==> config.mk <==
export PLATFORM = sky130hd
export DESIGN_NAME = steering_pd_with_corner_detect
export DESIGN_NICKNAME = d
export VERILOG_FILES = /design/src/design/spcd_pkg.sv /design/src/design/steering_pd_with_corner_detect.sv
export SDC_FILE = /design/constraint.sdc
export NUM_CORES = 2
export LEC_CHECK = 0
export BUFFER_PORTS_ARGS = -buffer_cell sky130_fd_sc_hd__clkbuf_2
export CAP_MARGIN = 0
export CORE_UTILIZATION = 39
export CTS_CLUSTER_SIZE = 16
export DETAILED_ROUTE_END_ITERATION = 12
export HOLD_SLACK_MARGIN = 0.06
export SETUP_SLACK_MARGIN = 0.4
export SLEW_MARGIN = 10
export SYNTH_ARGS = -nofsm -noshare
export SYNTH_HDL_FRONTEND = slang
export SYNTH_SLANG_ARGS = --single-unit
==> constraint.sdc <==
create_clock -name clk -period 14.95 [get_ports clk]
set_clock_uncertainty 0.1 [all_clocks]
set_input_delay 0.7475 -clock clk [delete_from_list [all_inputs] [get_ports clk]]
set_output_delay 0.7475 -clock clk [all_outputs]
set_load 0.02 [all_outputs]
==> src/design/spcd_pkg.sv <==
// ----------------------------------------------------------------------------
// Steering PD with corner detection: shared definitions
// Register map, reset values, event codes and the reciprocal constants used
// for the divide-by-five and divide-by-ten means.
// ----------------------------------------------------------------------------
`default_nettype none

package spcd_pkg;

	// Configuration port geometry.
	localparam int CFG_INDEX_W = 3;
	localparam int CFG_DATA_W  = 16;

	// Register field widths.
	localparam int THRESH_W = 11;
	localparam int GAIN_W   = 16;
	localparam int LIMIT_W  = 15;

	// Steering angle width on the result.
	localparam int ANGLE_W = 16;

	// Register indexes on the configuration port.
	typedef enum logic [CFG_INDEX_W-1:0] {
		REG_DEAD_ZONE   = 3'd0,
		REG_KP_STRAIGHT = 3'd1,
		REG_KP_CORNER   = 3'd2,
		REG_KD_GAIN     = 3'd3,
		REG_ANGLE_LIMIT = 3'd4,
		REG_ANGLE_SLEW  = 3'd5,
		REG_ENTER_THR   = 3'd6,
		REG_EXIT_THR    = 3'd7
	} cfg_reg_t;

	// Register reset values.
	localparam logic [THRESH_W-1:0] DEAD_ZONE_RST   = 11'd0;
	localparam logic [GAIN_W-1:0]   KP_STRAIGHT_RST = 16'd256;
	localparam logic [GAIN_W-1:0]   KP_CORNER_RST   = 16'd256;
	localparam logic [GAIN_W-1:0]   KD_GAIN_RST     = 16'd0;
	localparam logic [LIMIT_W-1:0]  ANGLE_LIMIT_RST = 15'd1000;
	localparam logic [LIMIT_W-1:0]  ANGLE_SLEW_RST  = 15'd32767;
	localparam logic [THRESH_W-1:0] ENTER_THR_RST   = 11'd0;
	localparam logic [THRESH_W-1:0] EXIT_THR_RST    = 11'd0;

	// Integral scale event reported with each result.
	typedef enum logic [1:0] {
		SCALE_NONE = 2'd0,
		SCALE_DIV3 = 2'd1,
		SCALE_MUL3 = 2'd2
	} scale_t;

	// Reciprocals for magnitudes below 2^18: floor(m / 5) and floor(m / 10).
	localparam int          RECIP_W       = 16;
	localparam logic [15:0] RECIP5        = 16'd52429;
	localparam int          RECIP5_SHIFT  = 18;
	localparam logic [15:0] RECIP10       = 16'd52429;
	localparam int          RECIP10_SHIFT = 19;

endpackage

`default_nettype wire

==> src/design/steering_pd_with_corner_detect.sv <==
// ----------------------------------------------------------------------------
// Steering PD controller with corner detection
// Per frame: 5-sample means of the middle and far errors, a slow far
// estimate, a hysteresis corner flag, and a dead-zone PD steering angle that
// is clamped and slew limited.
// ----------------------------------------------------------------------------
//
// Channel   Dir  Beat content (low bits first)
// s_*       in   tdata: mid_dir, far_dir
// m_*       out  tdata: steer_angle, in_corner, integral_scale, mid_filtered,
//                       mid_filtered_diff, far_filtered, far_slow_diff
// cfg_*     in   cfg_index selects a register, cfg_data carries the value
//
// One beat can be taken every cycle while m_tready does not stall the output.
// The pipeline is input stage, mean stage, multiply stage and output register;
// the frame-to-frame state lives in the stage that uses it.
// Reset clears the histories, the previous means, the corner flag and the
// previous angle, and loads the register defaults.
// A stall on m_tready fills the stages in turn; s_tready drops once all are full.
// ----------------------------------------------------------------------------
`default_nettype none

module steering_pd_with_corner_detect #(
	parameter int DIR_WIDTH      = 12,
	parameter int GAIN_FRAC_BITS = 8
) (
	input  wire                                        clk,
	input  wire                                        arst_n,
	// Input beats.
	input  wire                                        s_tvalid,
	output logic                                       s_tready,
	// mid_dir, far_dir
	input  wire  [((2*DIR_WIDTH+7)/8)*8-1:0]           s_tdata,
	// Result beats.
	output logic                                       m_tvalid,
	input  wire                                        m_tready,
	// steer_angle, in_corner, integral_scale, mid_filtered, mid_filtered_diff,
	// far_filtered, far_slow_diff
	output logic [((21+4*DIR_WIDTH+7)/8)*8-1:0]        m_tdata,
	// Register writes.
	input  wire                                        cfg_valid,
	output logic                                       cfg_ready,
	input  wire  [spcd_pkg::CFG_INDEX_W-1:0]           cfg_index,
	input  wire  [spcd_pkg::CFG_DATA_W-1:0]            cfg_data
);

	localparam int DW         = DIR_WIDTH;
	localparam int SW         = DW + 3;                       // five-sample sums
	localparam int EW         = ((DW > spcd_pkg::THRESH_W) ? DW : spcd_pkg::THRESH_W) + 2;
	localparam int AW         = DW + 19;                      // PD accumulator
	localparam int OUT_BITS   = 21 + 4 * DW;
	localparam int OUT_DATA_W = ((OUT_BITS + 7) / 8) * 8;
	localparam int SLW        = spcd_pkg::ANGLE_W + 2;        // slew arithmetic
	localparam logic signed [AW-1:0] ROUND_BIAS = AW'((1 << GAIN_FRAC_BITS) - 1);

	// ------------------------------------------------------------------
	// Configuration registers
	// ------------------------------------------------------------------
	logic [spcd_pkg::THRESH_W-1:0] dead_zone_q;
	logic [spcd_pkg::GAIN_W-1:0]   kp_straight_q;
	logic [spcd_pkg::GAIN_W-1:0]   kp_corner_q;
	logic [spcd_pkg::GAIN_W-1:0]   kd_gain_q;
	logic [spcd_pkg::LIMIT_W-1:0]  angle_limit_q;
	logic [spcd_pkg::LIMIT_W-1:0]  angle_slew_q;
	logic [spcd_pkg::THRESH_W-1:0] enter_thr_q;
	logic [spcd_pkg::THRESH_W-1:0] exit_thr_q;

	assign cfg_ready = 1'b1;

	// Register writes; upper data bits beyond a field are dropped.
	always_ff @(posedge clk or negedge arst_n) begin
		if (!arst_n) begin
			dead_zone_q   <= spcd_pkg::DEAD_ZONE_RST;
			kp_straight_q <= spcd_pkg::KP_STRAIGHT_RST;
			kp_corner_q   <= spcd_pkg::KP_CORNER_RST;
			kd_gain_q     <= spcd_pkg::KD_GAIN_RST;
			angle_limit_q <= spcd_pkg::ANGLE_LIMIT_RST;
			angle_slew_q  <= spcd_pkg::ANGLE_SLEW_RST;
			enter_thr_q   <= spcd_pkg::ENTER_THR_RST;
			exit_thr_q    <= spcd_pkg::EXIT_THR_RST;
		end else if (cfg_valid && cfg_ready) begin
			unique case (spcd_pkg::cfg_reg_t'(cfg_index))
				spcd_pkg::REG_DEAD_ZONE:   dead_zone_q   <= cfg_data[spcd_pkg::THRESH_W-1:0];
				spcd_pkg::REG_KP_STRAIGHT: kp_straight_q <= cfg_data[spcd_pkg::GAIN_W-1:0];
				spcd_pkg::REG_KP_CORNER:   kp_corner_q   <= cfg_data[spcd_pkg::GAIN_W-1:0];
				spcd_pkg::REG_KD_GAIN:     kd_gain_q     <= cfg_data[spcd_pkg::GAIN_W-1:0];
				spcd_pkg::REG_ANGLE_LIMIT: angle_limit_q <= cfg_data[spcd_pkg::LIMIT_W-1:0];
				spcd_pkg::REG_ANGLE_SLEW:  angle_slew_q  <= cfg_data[spcd_pkg::LIMIT_W-1:0];
				spcd_pkg::REG_ENTER_THR:   enter_thr_q   <= cfg_data[spcd_pkg::THRESH_W-1:0];
				spcd_pkg::REG_EXIT_THR:    exit_thr_q    <= cfg_data[spcd_pkg::THRESH_W-1:0];
			endcase
		end
	end

	// ------------------------------------------------------------------
	// Pipeline flow control: each stage loads when the next one can take
	// its content.
	// ------------------------------------------------------------------
	logic valid_s1, valid_s2, valid_s3, out_valid_q;
	logic ready_s2, ready_s3, ready_out;
	logic load_s1, load_s2, load_s3, load_out;

	assign ready_out = !out_valid_q || m_tready;
	assign ready_s3  = !valid_s3 || ready_out;
	assign ready_s2  = !valid_s2 || ready_s3;
	assign s_tready  = !valid_s1 || ready_s2;

	assign load_s1  = s_tvalid && s_tready;
	assign load_s2  = valid_s1 && ready_s2;
	assign load_s3  = valid_s2 && ready_s3;
	assign load_out = valid_s3 && ready_out;

	always_ff @(posedge clk or negedge arst_n) begin
		if (!arst_n) begin
			valid_s1    <= 1'b0;
			valid_s2    <= 1'b0;
			valid_s3    <= 1'b0;
			out_valid_q <= 1'b0;
		end else begin
			if (s_tready)  valid_s1    <= s_tvalid;
			if (ready_s2)  valid_s2    <= valid_s1;
			if (ready_s3)  valid_s3    <= valid_s2;
			if (ready_out) out_valid_q <= valid_s3;
		end
	end

	// ------------------------------------------------------------------
	// Input stage: histories, five-sample sums and the dead zone
	// ------------------------------------------------------------------
	logic signed [DW-1:0] mid_in, far_in;
	// Only the taps still needed after this beat's shift are kept.
	logic signed [DW-1:0] mid_hist_q [4];
	logic signed [DW-1:0] far_hist_q [9];
	logic signed [SW-1:0] mid_sum_c, far_sum_c, old_sum_c;
	logic signed [EW-1:0] mid_w, dz_w, mag_w, err_w;
	logic signed [SW-1:0] mid_sum_s1, far_sum_s1, old_sum_s1;
	logic signed [DW-1:0] err_s1;

	assign mid_in = signed'(s_tdata[DW-1:0]);
	assign far_in = signed'(s_tdata[2*DW-1:DW]);

	assign mid_sum_c = SW'(mid_in) + SW'(mid_hist_q[0]) + SW'(mid_hist_q[1])
		+ SW'(mid_hist_q[2]) + SW'(mid_hist_q[3]);
	assign far_sum_c = SW'(far_in) + SW'(far_hist_q[0]) + SW'(far_hist_q[1])
		+ SW'(far_hist_q[2]) + SW'(far_hist_q[3]);
	assign old_sum_c = SW'(far_hist_q[4]) + SW'(far_hist_q[5]) + SW'(far_hist_q[6])
		+ SW'(far_hist_q[7]) + SW'(far_hist_q[8]);

	// Dead zone on the raw middle error: shrink toward zero, or zero below it.
	always_comb begin
		mid_w = EW'(mid_in);
		dz_w  = signed'(EW'(dead_zone_q));
		mag_w = (mid_w < 0) ? -mid_w : mid_w;
		if (mag_w >= dz_w) begin
			err_w = (mid_w > 0) ? (mid_w - dz_w) : (mid_w + dz_w);
		end else begin
			err_w = '0;
		end
	end

	always_ff @(posedge clk or negedge arst_n) begin
		if (!arst_n) begin
			for (int i = 0; i < 4; i++) mid_hist_q[i] <= '0;
			for (int i = 0; i < 9; i++) far_hist_q[i] <= '0;
		end else if (load_s1) begin
			mid_hist_q[0] <= mid_in;
			for (int i = 1; i < 4; i++) mid_hist_q[i] <= mid_hist_q[i-1];
			far_hist_q[0] <= far_in;
			for (int i = 1; i < 9; i++) far_hist_q[i] <= far_hist_q[i-1];
		end
	end

	always_ff @(posedge clk) begin
		if (load_s1) begin
			mid_sum_s1 <= mid_sum_c;
			far_sum_s1 <= far_sum_c;
			old_sum_s1 <= old_sum_c;
			err_s1     <= DW'(err_w);
		end
	end

	// ------------------------------------------------------------------
	// Mean stage: divisions truncated toward zero by reciprocal multiply
	// on the magnitude, then the frame-to-frame differences.
	// ------------------------------------------------------------------
	logic [SW-1:0]                    mid_abs, far_abs, old_abs;
	logic [SW+spcd_pkg::RECIP_W-1:0]  mid_prod, far_prod, old_prod;
	logic signed [DW-1:0]             mid_quo, far_quo, old_quo;
	logic signed [DW-1:0]             mid_mean_c, far_mean_c, old_div_c;
	logic signed [DW-1:0]             far_half_c, far_slow_c;
	logic signed [DW:0]               mid_diff_c, far_diff_c, slow_diff_c;
	logic signed [DW-1:0]             mid_mean_prev_q, far_mean_prev_q, far_slow_prev_q;
	logic signed [DW-1:0]             mid_mean_s2, far_mean_s2, err_s2;
	logic signed [DW:0]               mid_diff_s2, far_diff_s2, slow_diff_s2;

	always_comb begin
		mid_abs  = (mid_sum_s1 < 0) ? SW'(-mid_sum_s1) : SW'(mid_sum_s1);
		far_abs  = (far_sum_s1 < 0) ? SW'(-far_sum_s1) : SW'(far_sum_s1);
		old_abs  = (old_sum_s1 < 0) ? SW'(-old_sum_s1) : SW'(old_sum_s1);
		mid_prod = mid_abs * spcd_pkg::RECIP5;
		far_prod = far_abs * spcd_pkg::RECIP5;
		old_prod = old_abs * spcd_pkg::RECIP10;
		mid_quo  = signed'(DW'(mid_prod >> spcd_pkg::RECIP5_SHIFT));
		far_quo  = signed'(DW'(far_prod >> spcd_pkg::RECIP5_SHIFT));
		old_quo  = signed'(DW'(old_prod >> spcd_pkg::RECIP10_SHIFT));
		mid_mean_c = (mid_sum_s1 < 0) ? -mid_quo : mid_quo;
		far_mean_c = (far_sum_s1 < 0) ? -far_quo : far_quo;
		old_div_c  = (old_sum_s1 < 0) ? -old_quo : old_quo;
		// Halving toward zero: bias negative values by one before the shift.
		far_half_c = (far_mean_c + signed'(DW'(far_mean_c < 0))) >>> 1;
		far_slow_c = far_half_c + old_div_c;
		mid_diff_c  = (DW+1)'(mid_mean_c) - (DW+1)'(mid_mean_prev_q);
		far_diff_c  = (DW+1)'(far_mean_c) - (DW+1)'(far_mean_prev_q);
		slow_diff_c = (DW+1)'(far_slow_c) - (DW+1)'(far_slow_prev_q);
	end

	always_ff @(posedge clk or negedge arst_n) begin
		if (!arst_n) begin
			mid_mean_prev_q <= '0;
			far_mean_prev_q <= '0;
			far_slow_prev_q <= '0;
		end else if (load_s2) begin
			mid_mean_prev_q <= mid_mean_c;
			far_mean_prev_q <= far_mean_c;
			far_slow_prev_q <= far_slow_c;
		end
	end

	always_ff @(posedge clk) begin
		if (load_s2) begin
			mid_mean_s2  <= mid_mean_c;
			far_mean_s2  <= far_mean_c;
			mid_diff_s2  <= mid_diff_c;
			far_diff_s2  <= far_diff_c;
			slow_diff_s2 <= slow_diff_c;
			err_s2       <= err_s1;
		end
	end

	// ------------------------------------------------------------------
	// Multiply stage: corner hysteresis, gain select and the PD sum
	// ------------------------------------------------------------------
	logic                          corner_q, corner_c;
	spcd_pkg::scale_t              scale_c;
	logic signed [EW-1:0]          fm_w, en_w, ex_w;
	logic [spcd_pkg::GAIN_W-1:0]   kp_sel;
	logic signed [DW+16:0]         p_kp;
	logic signed [DW+17:0]         p_kd;
	logic signed [AW-1:0]          acc_c;
	logic signed [AW-1:0]          acc_s3;
	logic                          corner_s3;
	spcd_pkg::scale_t              scale_s3;
	logic signed [DW-1:0]          mid_mean_s3, far_mean_s3;
	logic signed [DW:0]            mid_diff_s3, slow_diff_s3;

	// Enter on a large growing far mean, leave on a small shrinking one.
	always_comb begin
		fm_w     = EW'(far_mean_s2);
		en_w     = signed'(EW'(enter_thr_q));
		ex_w     = signed'(EW'(exit_thr_q));
		corner_c = corner_q;
		scale_c  = spcd_pkg::SCALE_NONE;
		if (!corner_q) begin
			if ((far_diff_s2 > 0 && fm_w > en_w) || (far_diff_s2 < 0 && fm_w < -en_w)) begin
				corner_c = 1'b1;
				scale_c  = spcd_pkg::SCALE_DIV3;
			end
		end else begin
			if ((far_diff_s2 < 0 && fm_w < ex_w && fm_w > 0) ||
				(far_diff_s2 > 0 && fm_w > -ex_w && fm_w < 0)) begin
				corner_c = 1'b0;
				scale_c  = spcd_pkg::SCALE_MUL3;
			end
		end
	end

	assign kp_sel = corner_c ? kp_corner_q : kp_straight_q;
	assign p_kp   = err_s2 * signed'({1'b0, kp_sel});
	assign p_kd   = mid_diff_s2 * signed'({1'b0, kd_gain_q});
	assign acc_c  = AW'(p_kp) + AW'(p_kd);

	always_ff @(posedge clk or negedge arst_n) begin
		if (!arst_n) begin
			corner_q <= 1'b0;
		end else if (load_s3) begin
			corner_q <= corner_c;
		end
	end

	always_ff @(posedge clk) begin
		if (load_s3) begin
			acc_s3       <= acc_c;
			corner_s3    <= corner_c;
			scale_s3     <= scale_c;
			mid_mean_s3  <= mid_mean_s2;
			far_mean_s3  <= far_mean_s2;
			mid_diff_s3  <= mid_diff_s2;
			slow_diff_s3 <= slow_diff_s2;
		end
	end

	// ------------------------------------------------------------------
	// Output stage: scale down toward zero, clamp, then slew limit
	// ------------------------------------------------------------------
	logic signed [AW-1:0]                 angle_raw, lim_w;
	logic signed [spcd_pkg::ANGLE_W-1:0]  angle_clamp, angle_c, angle_prev_q;
	logic signed [SLW-1:0]                step_w, slew_w;
	logic signed [spcd_pkg::ANGLE_W-1:0]  steer_q;
	logic                                 corner_out_q;
	spcd_pkg::scale_t                     scale_out_q;
	logic signed [DW-1:0]                 mid_mean_q, far_mean_q;
	logic signed [DW:0]                   mid_diff_q, slow_diff_q;

	always_comb begin
		angle_raw = (acc_s3 + ((acc_s3 < 0) ? ROUND_BIAS : AW'(0))) >>> GAIN_FRAC_BITS;
		lim_w     = signed'(AW'(angle_limit_q));
		if (angle_raw > lim_w) begin
			angle_clamp = spcd_pkg::ANGLE_W'(lim_w);
		end else if (angle_raw < -lim_w) begin
			angle_clamp = spcd_pkg::ANGLE_W'(-lim_w);
		end else begin
			angle_clamp = spcd_pkg::ANGLE_W'(angle_raw);
		end
		step_w = SLW'(angle_clamp) - SLW'(angle_prev_q);
		slew_w = signed'(SLW'(angle_slew_q));
		if (step_w > slew_w) begin
			angle_c = spcd_pkg::ANGLE_W'(SLW'(angle_prev_q) + slew_w);
		end else if (step_w < -slew_w) begin
			angle_c = spcd_pkg::ANGLE_W'(SLW'(angle_prev_q) - slew_w);
		end else begin
			angle_c = angle_clamp;
		end
	end

	always_ff @(posedge clk or negedge arst_n) begin
		if (!arst_n) begin
			angle_prev_q <= '0;
		end else if (load_out) begin
			angle_prev_q <= angle_c;
		end
	end

	always_ff @(posedge clk) begin
		if (load_out) begin
			steer_q      <= angle_c;
			corner_out_q <= corner_s3;
			scale_out_q  <= scale_s3;
			mid_mean_q   <= mid_mean_s3;
			mid_diff_q   <= mid_diff_s3;
			far_mean_q   <= far_mean_s3;
			slow_diff_q  <= slow_diff_s3;
		end
	end

	assign m_tvalid = out_valid_q;
	assign m_tdata  = OUT_DATA_W'({slow_diff_q, far_mean_q, mid_diff_q, mid_mean_q,
		scale_out_q, corner_out_q, steer_q});

endmodule

`default_nettype wire

# Word-level counts from Yosys, hierarchy flattened
# Index checks and enable logic that the tools add are counted.
# word_totals
in_bits,48
ff_bits,609
# classes
mul,5
eq_ne,7
n_mux,20
n_addsub,35
reduce_logical,29
n_lt_le_gt_ge,20
# op_table
operator,n
$mux W16,5
$mul A15 B16 Y30 const B,2
$mux W12,4
$add A14 B12 Y15,3
$add A15 B12 Y15,3
$lt A15 B1 Y1 const B,3
$mux W15,3
$neg A15 Y15,3
$add A13 B12 Y14,3
$add A12 B12 Y13,3
$sub A12 B12 Y13,3
$lt A12 B1 Y1 const B,3
$neg A12 Y12,3
$add A29 B30 Y31,1
$add A31 B9 Y31,1
$lt A23 B31 Y1,1
$lt A31 B1 Y1 const B,1
$mul A15 B16 Y31 const B,1
$neg A15 Y31,1
$mul A13 B17 Y30,1
$mul A12 B17 Y29,1
$neg A11 Y14,2
$gt A12 B1 Y1 const B,2
$gt A23 B16 Y1,1
other kinds (30),62

# Longest topological paths before layout
# logic_depth
word_depth,10
depth_mapped,51
depth_no_buf,51

# Worst setup path after synthesis
# Ideal clock, no wire load.
# synth_timing
kind,flip-flop to flip-flop
from,register far_sum_s1[7]
to,register slow_diff_s2[12] (data pin)
path_stages_with_launch,43
synth_period_minus_slack_ps,11182
slack_ps,3768
t_arrival_ps,10817
cell_sequence,edfxtp_1 -> or4_1 -> or3_1 -> or4_1 -> xor2_1 -> ha_1 -> a21o_1 -> fa_1 -> fa_1 -> fa_1 -> inv_1 -> fa_1 -> inv_1 -> ha_1 -> a21o_1 -> a31o_4 -> a22oi_4 -> inv_2 -> [... 7 more ...] -> xor2_1 -> ha_1 -> a21o_1 -> a21oi_1 -> o21bai_1 -> a21oi_1 -> nor2b_1 -> nor2_1 -> nor2_1 -> o21ai_0 -> a21oi_1 -> o41a_1 -> xnor2_1 -> xnor2_1 -> xnor3_2 -> ha_1 -> o211ai_1 -> o21ai_0
# synth_between
elab_chain_len,9
word_cells_on_any_way,10
# synth_rtl
element,line_no,source
from (decl),steering_pd_with_corner_detect.sv:136,"logic signed [SW-1:0] mid_sum_s1, far_sum_s1, old_sum_s1;"
from (signal assigned),steering_pd_with_corner_detect.sv:176,far_sum_s1 <= far_sum_c;
$neg A15 Y15 or $lt A15 B1 Y1 (tied branches),"steering_pd_with_corner_detect.sv:198, steering_pd_with_corner_detect.sv:207",
$mux W15,steering_pd_with_corner_detect.sv:198,far_abs = (far_sum_s1 < 0) ? SW'(-far_sum_s1) : SW'(far_sum_s1);
$mul A15 B16 Y30,steering_pd_with_corner_detect.sv:201,far_prod = far_abs * spcd_pkg::RECIP5;
$neg A12 Y12,steering_pd_with_corner_detect.sv:207,far_mean_c = (far_sum_s1 < 0) ? -far_quo : far_quo;
$mux W12 (*),steering_pd_with_corner_detect.sv:207,
$lt A12 B1 Y1,steering_pd_with_corner_detect.sv:210,far_half_c = (far_mean_c + signed'(DW'(far_mean_c < 0))) >>> 1;
$add A12 B2 Y12 (*),steering_pd_with_corner_detect.sv:210,
$add A11 B12 Y12 (*),steering_pd_with_corner_detect.sv:211,far_slow_c = far_half_c + old_div_c;
net far_slow_c[11],steering_pd_with_corner_detect.sv:190,"logic signed [DW-1:0] far_half_c, far_slow_c;"
$sub A12 B12 Y13 (*),steering_pd_with_corner_detect.sv:214,slow_diff_c = (DW+1)'(far_slow_c) - (DW+1)'(far_slow_prev_q);
net slow_diff_c[12],steering_pd_with_corner_detect.sv:191,"logic signed [DW:0] mid_diff_c, far_diff_c, slow_diff_c;"
to (signal assigned),steering_pd_with_corner_detect.sv:235,slow_diff_s2 <= slow_diff_c;
to (decl),steering_pd_with_corner_detect.sv:194,"logic signed [DW:0] mid_diff_s2, far_diff_s2, slow_diff_s2;"
# The timed path passes the listed nets; every way through them passes the cells marked *.
# A chain may end at the register's enable or synchronous reset.

# Worst setup path in the final report
# Same ends and word-level chain as after synthesis.

==> flow_summary.toml <==
[status]
status = "complete, no violations"

[final_layout]
syn_to_final_growth_pct = 8.838
multi_input_area_um2 = 39430
layout-drive-gt1-share = 0.07749
regArea_um2 = 16690
fin_nets = 7494
final_common_cell = "inv_1"
mostFrequentLayoutCells = "inv_1, nand2_1, ha_1, fa_1, dfrtp_1"
fillers = 14600

[clocking]
clk_path_buf_depth = 3
cts_buffers = 73
clkSinkCount = 609
cts_tree = "done"
post_cts_buffers = 0
root_buffer = "clkbuf_16"
cts_max_level = 3
clk_pin_slew_ps = 70
clk_latency_ps = 690

[hold_path]
min_path_type = "input pin to flip-flop"

[flow_run]
maxCapViolations = 0

[critical_path]
cp_slowest_stage_delay_ps = 580
end_kind = "flip-flop"
critPathLaunchType = "flip-flop"
critPathSlowestCell = "or4_1"
cp.arrival_ps = 12360
crit_fanout = 7
critPathRequiredTime_ps = 15290
path_class = "flip-flop to flip-flop"
cp_common_cell = "ha_1"

[place]
port-buffer-count = 118
dp_hpwl_mm = 115.1
pre_cts_slack_ps = 2996
globalplace.congestion = 0.9472

[timing]
slew_violations = 0
setup_ws_ps = 2928
finalHoldViolCount = 0
fin_crit_ps = 12020
fin_crit_sh = 0.8042
relSlewSlack = 0.2176
rsz0062_at_grt = "no"
fin_setup_tns_ps = 0
worst_slew_pin_slew_ps = 1174
setup_viol = 0
fmax_mhz = 83.18

[routing]
ant_nets = 0
drcViolationCount = 0
vias_per_cell = 5.040
routedWlPerCell_um = 17.74
wl_mm = 144.2
num_vias = 40970
dr.pass1.iters = 5
drt_iter0_drc = 2258

[global_routing]
grt_max_degree = 159
antenna_found_initial = 10
grt_pass1_wl_mm = 233.0
first_global_vias = 42190
grt.total_usage = 0.1885
overflow = 0

[synth]
synth_edf_count = 285
ys_ff_latch = 609
synthArstFlopShare = 0.5320
syn_area_per_cell_um2 = 10.10
netlist_instances = 5969
synth.yosys.seq_area_share = 0.2769
yosysWarnings = 0
synth_ff_type = "dfrtp_1"
ys_types = 91
synth_area_um2 = 60300

[floorplanning]
rows = 143
die_y_um = 395.2
dieArea_um2 = 156200
core_area_um2 = 152600
die-width_um = 395.2
start_util = 0.3951
io-pin-count = 123
## flip-flops by register name, indices dropped and copies added, names as in the netlist, 13 cells and up
| signal | cells |
|---|---|
| far_diff_s2 | 13 |
| acc_s3 | 31 |
| angle_limit_q | 15 |
| mid_sum_s1 | 15 |
| mid_diff_q | 13 |
| slow_diff_q | 13 |
| slow_diff_s2 | 13 |
| mid_hist_q | 48 |
| angle_prev_q | 16 |
| kp_corner_q | 16 |
| far_sum_s1 | 15 |
| steer_q | 16 |
| mid_diff_s2 | 13 |
| old_sum_s1 | 15 |
| kp_straight_q | 16 |
| kd_gain_q | 16 |
| slow_diff_s3 | 13 |
| far_hist_q | 108 |
| mid_diff_s3 | 13 |
| angle_slew_q | 15 |
## path summary, 6_finish.rpt
kind / start / endpoint / slack, ps / depth (start not counted)
min in group asynchronous: arst_n / angle_prev_q[7]$_DFFE_PN0P_ / 630 / 2
setup reg to reg: far_sum_s1[7]$_DFFE_PP_ / slow_diff_s2[12]$_DFFE_PP_ / 2930 / 41
setup / recovery: far_sum_s1[7]$_DFFE_PP_ / slow_diff_s2[12]$_DFFE_PP_ / 2930 / 41
hold / removal: s_tdata[18] / far_hist_q[102]$_DFFE_PN0P_ / 210 / 3
hold reg to reg: slow_diff_s3[10]$_DFFE_PP_ / slow_diff_q[10]$_DFFE_PP_ / 280 / 0
max in group asynchronous: arst_n / mid_hist_q[22]$_DFFE_PN0P_ / 11860 / 4
## metrics by stage
step | util | instance area (um^2) | hold WS (ps) | std cells
final | 0.4300 | 65630 | 209.8 | 8128
after detailed placement | 0.4134 | 63100 | 304.5 | 7984
after global routing | 0.4299 | 65610 | 183.0 | 8121
after floorplan | - | 60310 | 300.3 | 5972
after CTS | 0.4299 | 65610 | 155.2 | 8121
after global placement | 0.4134 | 63100 | 301.3 | 7984
## synth_stat cells, types with 75 or more instances
cell type,instances,area (um^2)
mux2_2,126,1419
and2_1,187,1170
clkbuf_1,145,544.3
xnor2_1,240,2102
nor2_1,184,690.7
edfxtp_1,285,8558
xor2_1,82,718.2
o21ai_0,166,830.8
nand3_1,75,375.4
ha_1,772,9659
inv_1,962,3611
a21oi_1,193,965.9
nand2_1,826,3100
fa_1,644,12890
dfrtp_1,301,7532
## kinds of logic after synthesis
kind of cell             synth area share
buffers and inverters             0.07039
XOR/XNOR                          0.04744
other                           0.0001246
AO/OA/AOI/OAI                     0.08157
multiplexers                      0.02743
flip-flops                         0.2769
adder cells (fa/ha/maj)            0.3740
AND/OR/NAND/NOR                    0.1222
## worst max-delay path: cells and delay by family, from the launching register on
kind	cells	cell delay [ps]
buffers and inverters	2	100
AO/OA/AOI/OAI	14	2910
flip-flops	1	450
XOR/XNOR	7	1930
adder cells (fa/ha/maj)	9	3500
AND/OR/NAND/NOR	9	2790
## area by class of cell
type / count / share of cell area
clock inverter: 49 / 0.008065
tap: 2030 / 0.03870
sequential: 609 / 0.2544
multi-input combinational: 4238 / 0.6009
timing repair buffer: 144 / 0.01235
clock buffer: 87 / 0.03003
inverter: 964 / 0.05529
antenna: 7 / 0.0002669
## per-layer routing
| layer | up-vias | GRT usage | part of all wire | routed length, um |
|---|---|---|---|---|
| met1 | 20320 | 0.2658 | 0.47 | 67440 |
| li1 | 19680 | - | - | - |
| met3 | 170 | 0.02875 | 0.052 | 7569 |
| met5 | - | 0 | 0.00026 | 37 |
| met2 | 788 | 0.3040 | 0.46 | 66070 |
| met4 | 8 | 0.04305 | 0.021 | 3097 |
## repair_timing
| action | in CTS | in global routing |
|---|---|---|
| resized for setup | 0 | 0 |
| endpoints found under the hold margin | 70 | 0 |
| hold buffers | 1 | 0 |
Power is not shown: default switching activity piles up to over one toggle a cycle in this logic, so the estimate is an artifact.
